### src/hw/rtl/slsu_pkg.sv
// ----------------------------------------------------------------------------
// slsu_pkg
// Shared opcodes, status codes, widths and the per-cell command type of the
// searchable LIFO stack.
// ----------------------------------------------------------------------------
package slsu_pkg;

    localparam int unsigned DEPTH_DEF = 16;
    localparam int unsigned VAL_W     = 32;
    localparam int unsigned OP_W      = 3;
    localparam int unsigned STAT_W    = 2;
    localparam int unsigned OCC_W     = 5;

    localparam logic [OP_W-1:0] OP_PUSH   = 3'd0;
    localparam logic [OP_W-1:0] OP_POP    = 3'd1;
    localparam logic [OP_W-1:0] OP_PEEK   = 3'd2;
    localparam logic [OP_W-1:0] OP_CLEAR  = 3'd3;
    localparam logic [OP_W-1:0] OP_SEARCH = 3'd4;
    localparam logic [OP_W-1:0] OP_REMOVE = 3'd5;
    localparam logic [OP_W-1:0] OP_EVENS  = 3'd6;
    localparam logic [OP_W-1:0] OP_DEDUP  = 3'd7;

    localparam logic [STAT_W-1:0] STAT_OK    = 2'd0;
    localparam logic [STAT_W-1:0] STAT_EMPTY = 2'd1;
    localparam logic [STAT_W-1:0] STAT_FULL  = 2'd2;

    // command to one stack cell
    typedef struct packed {
        logic init;       // load the hole bit from init_hole
        logic init_hole;
        logic load;       // write the push value
        logic kill;       // mark the entry as removed
        logic pair_up;    // compaction: paired with the cell above
        logic pair_down;  // compaction: paired with the cell below
    } t_cell_cmd;

endpackage

### src/hw/rtl/slsu_if.sv
// ----------------------------------------------------------------------------
// slsu_req_if / slsu_rsp_if
// Valid/ready channels carrying stack requests and their results.
// ----------------------------------------------------------------------------
interface slsu_req_if;
    logic                               valid;
    logic                               ready;
    logic [slsu_pkg::OP_W-1:0]          opcode;
    logic signed [slsu_pkg::VAL_W-1:0]  value_in;

    modport source (output valid, output opcode, output value_in, input ready);
    modport sink   (input valid, input opcode, input value_in, output ready);
endinterface

interface slsu_rsp_if;
    logic                               valid;
    logic                               ready;
    logic signed [slsu_pkg::VAL_W-1:0]  value_out;
    logic                               hit_flag;
    logic [slsu_pkg::STAT_W-1:0]        status;
    logic [slsu_pkg::OCC_W-1:0]         occupancy;

    modport source (output valid, output value_out, output hit_flag, output status,
                    output occupancy, input ready);
    modport sink   (input valid, input value_out, input hit_flag, input status,
                    input occupancy, output ready);
endinterface

### src/hw/rtl/slsu_cell.sv
// ----------------------------------------------------------------------------
// slsu_cell
// One stack entry: value, hole mark, key compare and one compaction swap
// step with its neighbor.
// ----------------------------------------------------------------------------
module slsu_cell (
    input  logic                              i_clk,
    input  logic                              i_rst_n,
    input  slsu_pkg::t_cell_cmd               i_cmd,
    input  logic signed [slsu_pkg::VAL_W-1:0] i_push_value,
    input  logic signed [slsu_pkg::VAL_W-1:0] i_key,
    input  logic signed [slsu_pkg::VAL_W-1:0] i_up_value,
    input  logic                              i_up_hole,
    input  logic                              i_down_hole,
    output logic signed [slsu_pkg::VAL_W-1:0] o_value,
    output logic                              o_hole,
    output logic                              o_eq
);

    logic signed [slsu_pkg::VAL_W-1:0] r_value;
    logic signed [slsu_pkg::VAL_W-1:0] n_value;
    logic                              r_hole;
    logic                              n_hole;

    always_comb begin
        n_value = r_value;
        n_hole  = r_hole;
        if (i_cmd.init) begin
            n_hole = i_cmd.init_hole;
        end
        if (i_cmd.load) begin
            n_value = i_push_value;
        end
        if (i_cmd.kill) begin
            n_hole = 1'b1;
        end
        // live entry above a hole sinks by one place
        if (i_cmd.pair_up && r_hole && !i_up_hole) begin
            n_value = i_up_value;
            n_hole  = 1'b0;
        end
        if (i_cmd.pair_down && !r_hole && i_down_hole) begin
            n_hole = 1'b1;
        end
    end

    always_ff @(posedge i_clk) begin
        r_value <= n_value;
        if (!i_rst_n) begin
            r_hole <= 1'b1;
        end else begin
            r_hole <= n_hole;
        end
    end

    assign o_value = r_value;
    assign o_hole  = r_hole;
    assign o_eq    = (r_value == i_key);

endmodule

### src/hw/rtl/searchable_lifo_stack_unit.sv
// ----------------------------------------------------------------------------
// searchable_lifo_stack_unit
// Bounded LIFO stack of signed 32-bit values with search, remove-value,
// remove-evens and remove-duplicates, built as a row of DEPTH cells.
// ----------------------------------------------------------------------------
// Push, pop, peek and clear, and any search or remove on an empty stack,
// are completed in the idle state. Search, remove value, remove evens and
// remove duplicates walk a pointer from the top cell to the bottom,
// broadcasting one cell's value to the row per cycle; when entries were
// removed, an odd-even compaction over the row follows the walk. One
// request is worked on at a time; the result sits in an output register,
// and the next request is taken as soon as the block is idle and that
// register is free or being read.
// ----------------------------------------------------------------------------
module searchable_lifo_stack_unit #(
    parameter int unsigned DEPTH = slsu_pkg::DEPTH_DEF
) (
    input  logic         i_clk,
    input  logic         i_rst_n,
    slsu_req_if.sink     i_req,
    slsu_rsp_if.source   o_rsp
);

    localparam int unsigned PW = (DEPTH > 1) ? $clog2(DEPTH) : 1;
    localparam int unsigned CW = $clog2(DEPTH + 1);

    localparam logic [1:0] ST_IDLE = 2'd0;
    localparam logic [1:0] ST_SCAN = 2'd1;
    localparam logic [1:0] ST_PACK = 2'd2;

    logic [1:0]                        r_state, n_state;
    logic [CW-1:0]                     r_count, n_count;
    logic [PW-1:0]                     r_ptr, n_ptr;
    logic [PW-1:0]                     r_step, n_step;
    logic [CW-1:0]                     r_kcnt, n_kcnt;
    logic                              r_hit, n_hit;
    logic [slsu_pkg::OP_W-1:0]         r_op, n_op;
    logic signed [slsu_pkg::VAL_W-1:0] r_key, n_key;

    logic                              r_ov, n_ov;
    logic signed [slsu_pkg::VAL_W-1:0] r_vout, n_vout;
    logic                              r_hout, n_hout;
    logic [slsu_pkg::STAT_W-1:0]       r_sout, n_sout;
    logic [slsu_pkg::OCC_W-1:0]        r_occ, n_occ;

    logic signed [slsu_pkg::VAL_W-1:0] cell_val  [DEPTH];
    logic                              cell_hole [DEPTH];
    logic                              cell_eq   [DEPTH];
    slsu_pkg::t_cell_cmd               cell_cmd  [DEPTH];

    logic                              req_fire;
    logic                              rsp_fire;
    logic                              is_empty;
    logic                              is_full;
    logic [PW-1:0]                     top_idx;
    logic signed [slsu_pkg::VAL_W-1:0] top_value;
    logic signed [slsu_pkg::VAL_W-1:0] bcast;
    logic                              scan_on;
    logic                              live_p;
    logic                              key_hit;
    logic                              kill_ptr;
    logic                              ptr_gone;
    logic                              dedup_on;
    logic                              init_on;
    logic                              push_on;
    logic                              phase;
    logic [CW-1:0]                     kcnt_sum;

    assign req_fire  = i_req.valid && i_req.ready;
    assign rsp_fire  = o_rsp.valid && o_rsp.ready;
    assign is_empty  = (r_count == '0);
    assign is_full   = (r_count >= CW'(DEPTH));
    assign top_idx   = PW'(r_count - CW'(1));
    assign top_value = cell_val[top_idx];
    assign bcast     = cell_val[r_ptr];
    assign scan_on   = (r_state == ST_SCAN);
    assign live_p    = (CW'(r_ptr) < r_count);
    assign key_hit   = (bcast == r_key);
    assign phase     = r_step[0];

    // removal decided at the pointer cell for remove value and remove evens
    assign kill_ptr = scan_on && live_p &&
                      (((r_op == slsu_pkg::OP_REMOVE) && key_hit && !r_hit) ||
                       ((r_op == slsu_pkg::OP_EVENS) && !bcast[0]));
    // cells above the pointer are final, so its hole mark counts now
    assign ptr_gone = live_p && (kill_ptr || cell_hole[r_ptr]);
    assign kcnt_sum = r_kcnt + CW'(ptr_gone);
    assign dedup_on = scan_on && live_p && (r_op == slsu_pkg::OP_DEDUP);
    assign init_on  = req_fire && !is_empty &&
                      (i_req.opcode inside {slsu_pkg::OP_SEARCH, slsu_pkg::OP_REMOVE,
                                            slsu_pkg::OP_EVENS, slsu_pkg::OP_DEDUP});
    assign push_on  = req_fire && (i_req.opcode == slsu_pkg::OP_PUSH) && !is_full;

    for (genvar gi = 0; gi < DEPTH; gi++) begin : g_cell
        localparam logic PAR    = 1'(gi % 2);
        localparam logic HAS_UP = (gi < DEPTH - 1);
        localparam logic HAS_DN = (gi > 0);

        logic signed [slsu_pkg::VAL_W-1:0] up_value;
        logic                              up_hole;
        logic                              down_hole;

        if (HAS_UP) begin : g_up
            assign up_value = cell_val[gi + 1];
            assign up_hole  = cell_hole[gi + 1];
        end else begin : g_top
            assign up_value = '0;
            assign up_hole  = 1'b1;
        end

        if (HAS_DN) begin : g_dn
            assign down_hole = cell_hole[gi - 1];
        end else begin : g_bot
            assign down_hole = 1'b0;
        end

        always_comb begin
            cell_cmd[gi].init      = init_on;
            cell_cmd[gi].init_hole = (CW'(gi) >= r_count);
            cell_cmd[gi].load      = push_on && (CW'(gi) == r_count);
            cell_cmd[gi].kill      = (kill_ptr && (PW'(gi) == r_ptr)) ||
                                     (dedup_on && (PW'(gi) < r_ptr) && cell_eq[gi]);
            cell_cmd[gi].pair_up   = (r_state == ST_PACK) && HAS_UP && (PAR == phase);
            cell_cmd[gi].pair_down = (r_state == ST_PACK) && HAS_DN && (PAR != phase);
        end

        slsu_cell u_cell (
            .i_clk        (i_clk),
            .i_rst_n      (i_rst_n),
            .i_cmd        (cell_cmd[gi]),
            .i_push_value (i_req.value_in),
            .i_key        (bcast),
            .i_up_value   (up_value),
            .i_up_hole    (up_hole),
            .i_down_hole  (down_hole),
            .o_value      (cell_val[gi]),
            .o_hole       (cell_hole[gi]),
            .o_eq         (cell_eq[gi])
        );
    end

    always_comb begin
        n_state = r_state;
        n_count = r_count;
        n_ptr   = r_ptr;
        n_step  = r_step;
        n_kcnt  = r_kcnt;
        n_hit   = r_hit;
        n_op    = r_op;
        n_key   = r_key;
        n_ov    = r_ov;
        n_vout  = r_vout;
        n_hout  = r_hout;
        n_sout  = r_sout;
        n_occ   = r_occ;

        if (rsp_fire) begin
            n_ov = 1'b0;
        end

        unique case (r_state)
            ST_IDLE: begin
                if (req_fire) begin
                    n_ov   = 1'b1;
                    n_vout = '0;
                    n_hout = 1'b0;
                    n_sout = slsu_pkg::STAT_OK;
                    unique case (i_req.opcode) inside
                        slsu_pkg::OP_PUSH: begin
                            if (is_full) begin
                                n_sout = slsu_pkg::STAT_FULL;
                            end else begin
                                n_count = r_count + CW'(1);
                            end
                        end
                        slsu_pkg::OP_POP: begin
                            if (is_empty) begin
                                n_sout = slsu_pkg::STAT_EMPTY;
                            end else begin
                                n_vout  = top_value;
                                n_count = r_count - CW'(1);
                            end
                        end
                        slsu_pkg::OP_PEEK: begin
                            if (is_empty) begin
                                n_sout = slsu_pkg::STAT_EMPTY;
                            end else begin
                                n_vout = top_value;
                            end
                        end
                        slsu_pkg::OP_CLEAR: begin
                            n_count = '0;
                        end
                        slsu_pkg::OP_SEARCH, slsu_pkg::OP_REMOVE,
                        slsu_pkg::OP_EVENS, slsu_pkg::OP_DEDUP: begin
                            if (is_empty) begin
                                n_sout = slsu_pkg::STAT_EMPTY;
                            end else begin
                                n_ov    = 1'b0;
                                n_state = ST_SCAN;
                                n_ptr   = PW'(DEPTH - 1);
                                n_kcnt  = '0;
                                n_hit   = (i_req.opcode == slsu_pkg::OP_DEDUP);
                                n_op    = i_req.opcode;
                                n_key   = i_req.value_in;
                            end
                        end
                        default: begin
                        end
                    endcase
                    n_occ = slsu_pkg::OCC_W'(n_count);
                end
            end
            ST_SCAN: begin
                if ((r_op == slsu_pkg::OP_SEARCH) && live_p && key_hit) begin
                    n_hit = 1'b1;
                end
                if (kill_ptr) begin
                    n_hit = 1'b1;
                end
                n_kcnt = kcnt_sum;
                if (r_ptr == '0) begin
                    if (kcnt_sum == '0) begin
                        n_state = ST_IDLE;
                        n_ov    = 1'b1;
                        n_vout  = '0;
                        n_hout  = n_hit;
                        n_sout  = slsu_pkg::STAT_OK;
                        n_occ   = slsu_pkg::OCC_W'(r_count);
                    end else begin
                        n_state = ST_PACK;
                        n_step  = '0;
                    end
                end else begin
                    n_ptr = r_ptr - PW'(1);
                end
            end
            ST_PACK: begin
                n_step = r_step + PW'(1);
                if (r_step == PW'(DEPTH - 1)) begin
                    n_count = r_count - r_kcnt;
                    n_state = ST_IDLE;
                    n_ov    = 1'b1;
                    n_vout  = '0;
                    n_hout  = r_hit;
                    n_sout  = slsu_pkg::STAT_OK;
                    n_occ   = slsu_pkg::OCC_W'(n_count);
                end
            end
            default: begin
                n_state = ST_IDLE;
            end
        endcase
    end

    always_ff @(posedge i_clk) begin
        r_ptr  <= n_ptr;
        r_step <= n_step;
        r_kcnt <= n_kcnt;
        r_hit  <= n_hit;
        r_op   <= n_op;
        r_key  <= n_key;
        r_vout <= n_vout;
        r_hout <= n_hout;
        r_sout <= n_sout;
        r_occ  <= n_occ;
        if (!i_rst_n) begin
            r_state <= ST_IDLE;
            r_count <= '0;
            r_ov    <= 1'b0;
        end else begin
            r_state <= n_state;
            r_count <= n_count;
            r_ov    <= n_ov;
        end
    end

    assign i_req.ready     = (r_state == ST_IDLE) && (!r_ov || o_rsp.ready);
    assign o_rsp.valid     = r_ov;
    assign o_rsp.value_out = r_vout;
    assign o_rsp.hit_flag  = r_hout;
    assign o_rsp.status    = r_sout;
    assign o_rsp.occupancy = r_occ;

endmodule

### src/flat_wrapper.sv
// flat-port wrapper written by rule: the top's interface ports become plain ports
module searchable_lifo_stack_unit_flat 
#(
    parameter int unsigned DEPTH = slsu_pkg::DEPTH_DEF
)
  (i_clk, i_rst_n, i_req_valid, i_req_opcode, i_req_value_in, i_req_ready, o_rsp_valid, o_rsp_value_out, o_rsp_hit_flag, o_rsp_status, o_rsp_occupancy, o_rsp_ready);
  slsu_req_if i_req_i ();
  slsu_rsp_if o_rsp_i ();
  input  logic i_clk;
  input  logic i_rst_n;
  input wire logic [$bits(i_req_i.valid)-1:0] i_req_valid;
  input wire logic [$bits(i_req_i.opcode)-1:0] i_req_opcode;
  input wire logic [$bits(i_req_i.value_in)-1:0] i_req_value_in;
  output wire logic [$bits(i_req_i.ready)-1:0] i_req_ready;
  output wire logic [$bits(o_rsp_i.valid)-1:0] o_rsp_valid;
  output wire logic [$bits(o_rsp_i.value_out)-1:0] o_rsp_value_out;
  output wire logic [$bits(o_rsp_i.hit_flag)-1:0] o_rsp_hit_flag;
  output wire logic [$bits(o_rsp_i.status)-1:0] o_rsp_status;
  output wire logic [$bits(o_rsp_i.occupancy)-1:0] o_rsp_occupancy;
  input wire logic [$bits(o_rsp_i.ready)-1:0] o_rsp_ready;
  assign i_req_i.valid = i_req_valid;
  assign i_req_i.opcode = i_req_opcode;
  assign i_req_i.value_in = i_req_value_in;
  assign i_req_ready = i_req_i.ready;
  assign o_rsp_valid = o_rsp_i.valid;
  assign o_rsp_value_out = o_rsp_i.value_out;
  assign o_rsp_hit_flag = o_rsp_i.hit_flag;
  assign o_rsp_status = o_rsp_i.status;
  assign o_rsp_occupancy = o_rsp_i.occupancy;
  assign o_rsp_i.ready = o_rsp_ready;
  searchable_lifo_stack_unit #(.DEPTH(DEPTH)) u_core (.i_clk(i_clk), .i_rst_n(i_rst_n), .i_req(i_req_i), .o_rsp(o_rsp_i));
endmodule
### config.mk
export PLATFORM = sky130hd
export DESIGN_NAME = searchable_lifo_stack_unit_flat
export DESIGN_NICKNAME = d
export VERILOG_FILES = /design/src/hw/rtl/slsu_pkg.sv /design/src/hw/rtl/slsu_if.sv /design/src/hw/rtl/slsu_cell.sv /design/src/hw/rtl/searchable_lifo_stack_unit.sv /design/src/flat_wrapper.sv
export SDC_FILE = /design/constraint.sdc
export NUM_CORES = 2
export LEC_CHECK = 0
export BUFFER_PORTS_ARGS = -buffer_cell sky130_fd_sc_hd__buf_4
export CELL_PAD_IN_SITES_DETAIL_PLACEMENT = 1
export CELL_PAD_IN_SITES_GLOBAL_PLACEMENT = 1
export CORE_MARGIN = 2
export CORE_UTILIZATION = 55
export DETAILED_ROUTE_END_ITERATION = 7
export PLACE_DENSITY = 0.87
export SLEW_MARGIN = 40
export SYNTH_ARGS = -nofsm -noshare
export SYNTH_HDL_FRONTEND = slang
export SYNTH_HIERARCHICAL = 1
export SYNTH_SLANG_ARGS = --single-unit
### constraint.sdc
create_clock -name i_clk -period 12.9 [get_ports i_clk]
set_input_delay 1.29 -clock i_clk [delete_from_list [all_inputs] [get_ports i_clk]]
set_output_delay 1.29 -clock i_clk [all_outputs]
set_load 0.1 [all_outputs]
==> flow_metrics.env <==
export IMPL_postCtsSetupBuffers=0
export IMPL_grt_max_degree=100
export IMPL_fill_cells=7122
export IMPL_drc=0
export IMPL_numClockSinks=625
export IMPL_postLayoutCoreUtil=0.617
export IMPL_start_kind="flip-flop"
export IMPL_status="complete, no violations"
export IMPL_min_period_ns=7.81
export IMPL_cts_resized_gates=0
export IMPL_met2_usage=0.638
export IMPL_cp_cell_sequence="buf_12 -> buf_16 -> buf_4 -> mux4_2 -> a22o_1 -> a21o_1 -> xor2_1 -> or4_1 -> or4_1 -> nor4_4 -> nor2_2 -> nand2_1 -> ha_1 -> ha_1 -> a31oi_1 -> or3_1 -> a211oi_4 -> buf_6"
export IMPL_rsz0062_at_grt="no"
export IMPL_pwr_share_comb=0.195
export IMPL_cts_hold_buf=0
export IMPL_dpl_hpwl_um=109000
export IMPL_cap_violations=0
export IMPL_ios=81
export IMPL_crit_start="u_core/r_ptr[0]"
export IMPL_coreArea_um2=77700
export IMPL_cp_slowest_cell="buf_4"
export IMPL_drtIter0Drc=4372
export IMPL_routed_via_density=7.43
export IMPL_gp_congestion=1.03
export IMPL_hold_path_class="flip-flop to flip-flop"
export IMPL_htreeDepth=3
export IMPL_antenna_found_initial=6
export IMPL_crit_fanout=68
export IMPL_insertion_delay_ns=0.64
export IMPL_start_util=0.557
export IMPL_num_vias=30800
export IMPL_finalSetupViolCount=0
export IMPL_cp_data_arrival_time_ns=8.06
export IMPL_p_leak_nw=18.3
export IMPL_grt_pass1_vias=31400
export IMPL_p_sw_mw=1.63
export IMPL_die_x_um=284
export IMPL_drt_wl_total_um=172000
export IMPL_port_buffers=80
export IMPL_cts_path_max_buffers=3
export IMPL_crit_buf_inv=4
export IMPL_cts_tree="done"
export IMPL_skew_ns=0.0265
export IMPL_layout_common_cells="601 x edfxtp_1, 496 x xor2_1, 448 x mux2_4"
export IMPL_wl_per_cell_um=41.5
export IMPL_ir_worst_vdd_uv=106
export IMPL_nets=3101
export IMPL_drtAntennaViolNets=0
export IMPL_required_ns=13.15
export IMPL_grt_pass1_wl_um=242000
export IMPL_yosys_warnings=6
export IMPL_p_per_area_nw_per_um2=115
export IMPL_syn_inst=2923
export IMPL_top_usage_layer="met2"
export IMPL_tightestPinTransition_ns=1.18
export IMPL_dpl_cell_area_um2=45300
export IMPL_crit_path_end_kind="flip-flop"
export IMPL_final_common_cell="edfxtp_1"
export IMPL_clkTransAtPathRegs_ns=0.06
export IMPL_pwr_share_seq=0.423
export IMPL_relSlewSlack=0.211
export IMPL_dieArea_um2=80900
export IMPL_power_internal_mw=3.88
export IMPL_numCtsBuffers=75
export IMPL_drive_above_1_share=0.377
export IMPL_hold_viol_final=0
export IMPL_die_y_um=284
export IMPL_finalInstanceArea_um2=47900
export IMPL_root_buffer="clkbuf_16"
export IMPL_grt_util_all_layers=0.420
export IMPL_finalMaxSlewViolations=0
export IMPL_area_delta_synth_final_pct=10.8
export IMPL_cpPeakStageDelay_ns=0.70
export IMPL_fmax_mhz=128
export IMPL_first_pass_iters=5
export IMPL_rows=102
export IMPL_post_route_period_util=0.605
export IMPL_r2r_start="u_core/r_ptr[0]"
export IMPL_p_clk_frac=0.382
export IMPL_cp_top_family="simple AND/OR/NAND/NOR gates"
export IMPL_grt_met1_usage=0.549
export IMPL_grt_overflow=0
export IMPL_worstHoldStart="u_core/r_count[0]"
export IMPL_gr_usage_met3=0.101
export IMPL_sw_frac_of_total=0.295
export IMPL_path_class="flip-flop to flip-flop"
export IMPL_tns_ns=0
export IMPL_power_total_mw=5.51
export IMPL_syn_area_per_cell_um2=14.8
export IMPL_syn_area_um2=43300
==> power groups by stage <==
stage          sequential, mW  combinational (mW)  clock [mW]
6_report                 2.33                1.08        2.10
5_1_grt                  2.33                1.11        2.17
4_1_cts                  2.33                1.05        2.11
3_5_place_dp             2.37                1.04           0
3_3_place_gp             2.36                1.01           0
2_1_floorplan            2.54               0.545           0
==> final cells by class <==
cell class / instances / area (µm²) / share of cell area
clock inverters: 37 / 309 / 0.00645
repair buffers: 158 / 1440 / 0.0301
inverters: 27 / 101 / 0.00211
flip-flops and latches: 625 / 18500 / 0.387
clock buffers: 100 / 2030 / 0.0424
diodes: 5 / 12.5 / 0.000261
well taps: 1040 / 1300 / 0.0272
multi-input cells: 2149 / 24200 / 0.505
==> worst paths after layout <==
kind	endpoint	slack [ns]	cells after the start
setup reg to reg	u_core/o_rsp.value_out[6]	5.09	18
hold reg to reg	u_core/r_count[0]	0.57	2
setup / recovery	u_core/o_rsp.value_out[6]	5.09	18
hold / removal	u_core/r_count[0]	0.57	2
==> state kept, by name, summed over array words and instances, names as in the netlist, 3 cells and up <==
signal,flops
u_core/o_rsp.occupancy,5
u_core/r_step,4
u_core/o_rsp.value_out,32
u_core/r_ptr,4
u_core/g_cell.u_cell/o_hole,16
u_core/r_kcnt,5
u_core/g_cell.u_cell/o_value,512
u_core/r_key,32
u_core/r_op,3
u_core/r_count,5
==> per-layer routing <==
layer | up-vias | routed length (µm)
li1 | 11700 | -
met1 | 16000 | 63000
met2 | 2398 | 77600
met3 | 594 | 19600
met4 | 4 | 11600
met5 | - | 23
==> metrics by stage <==
stage / setup WS, ns / hold slack, ns / instances
2_1_floorplan: 4.11 / 0.532 / 2957
3_5_place_dp: 5.14 / 0.563 / 3994
6_report: 5.09 / 0.571 / 4141
5_1_grt: 4.84 / 0.596 / 4139
3_3_place_gp: 5.33 / 0.543 / 3987
4_1_cts: 5.10 / 0.572 / 4131
==> worst min-delay path: stages (launching register included) <==
cell and delay, ns:
dfxtp_4 0.39, nand2_1 0.07, a21boi_0 0.07
Note: power is estimated with default switching activity, not from simulation.
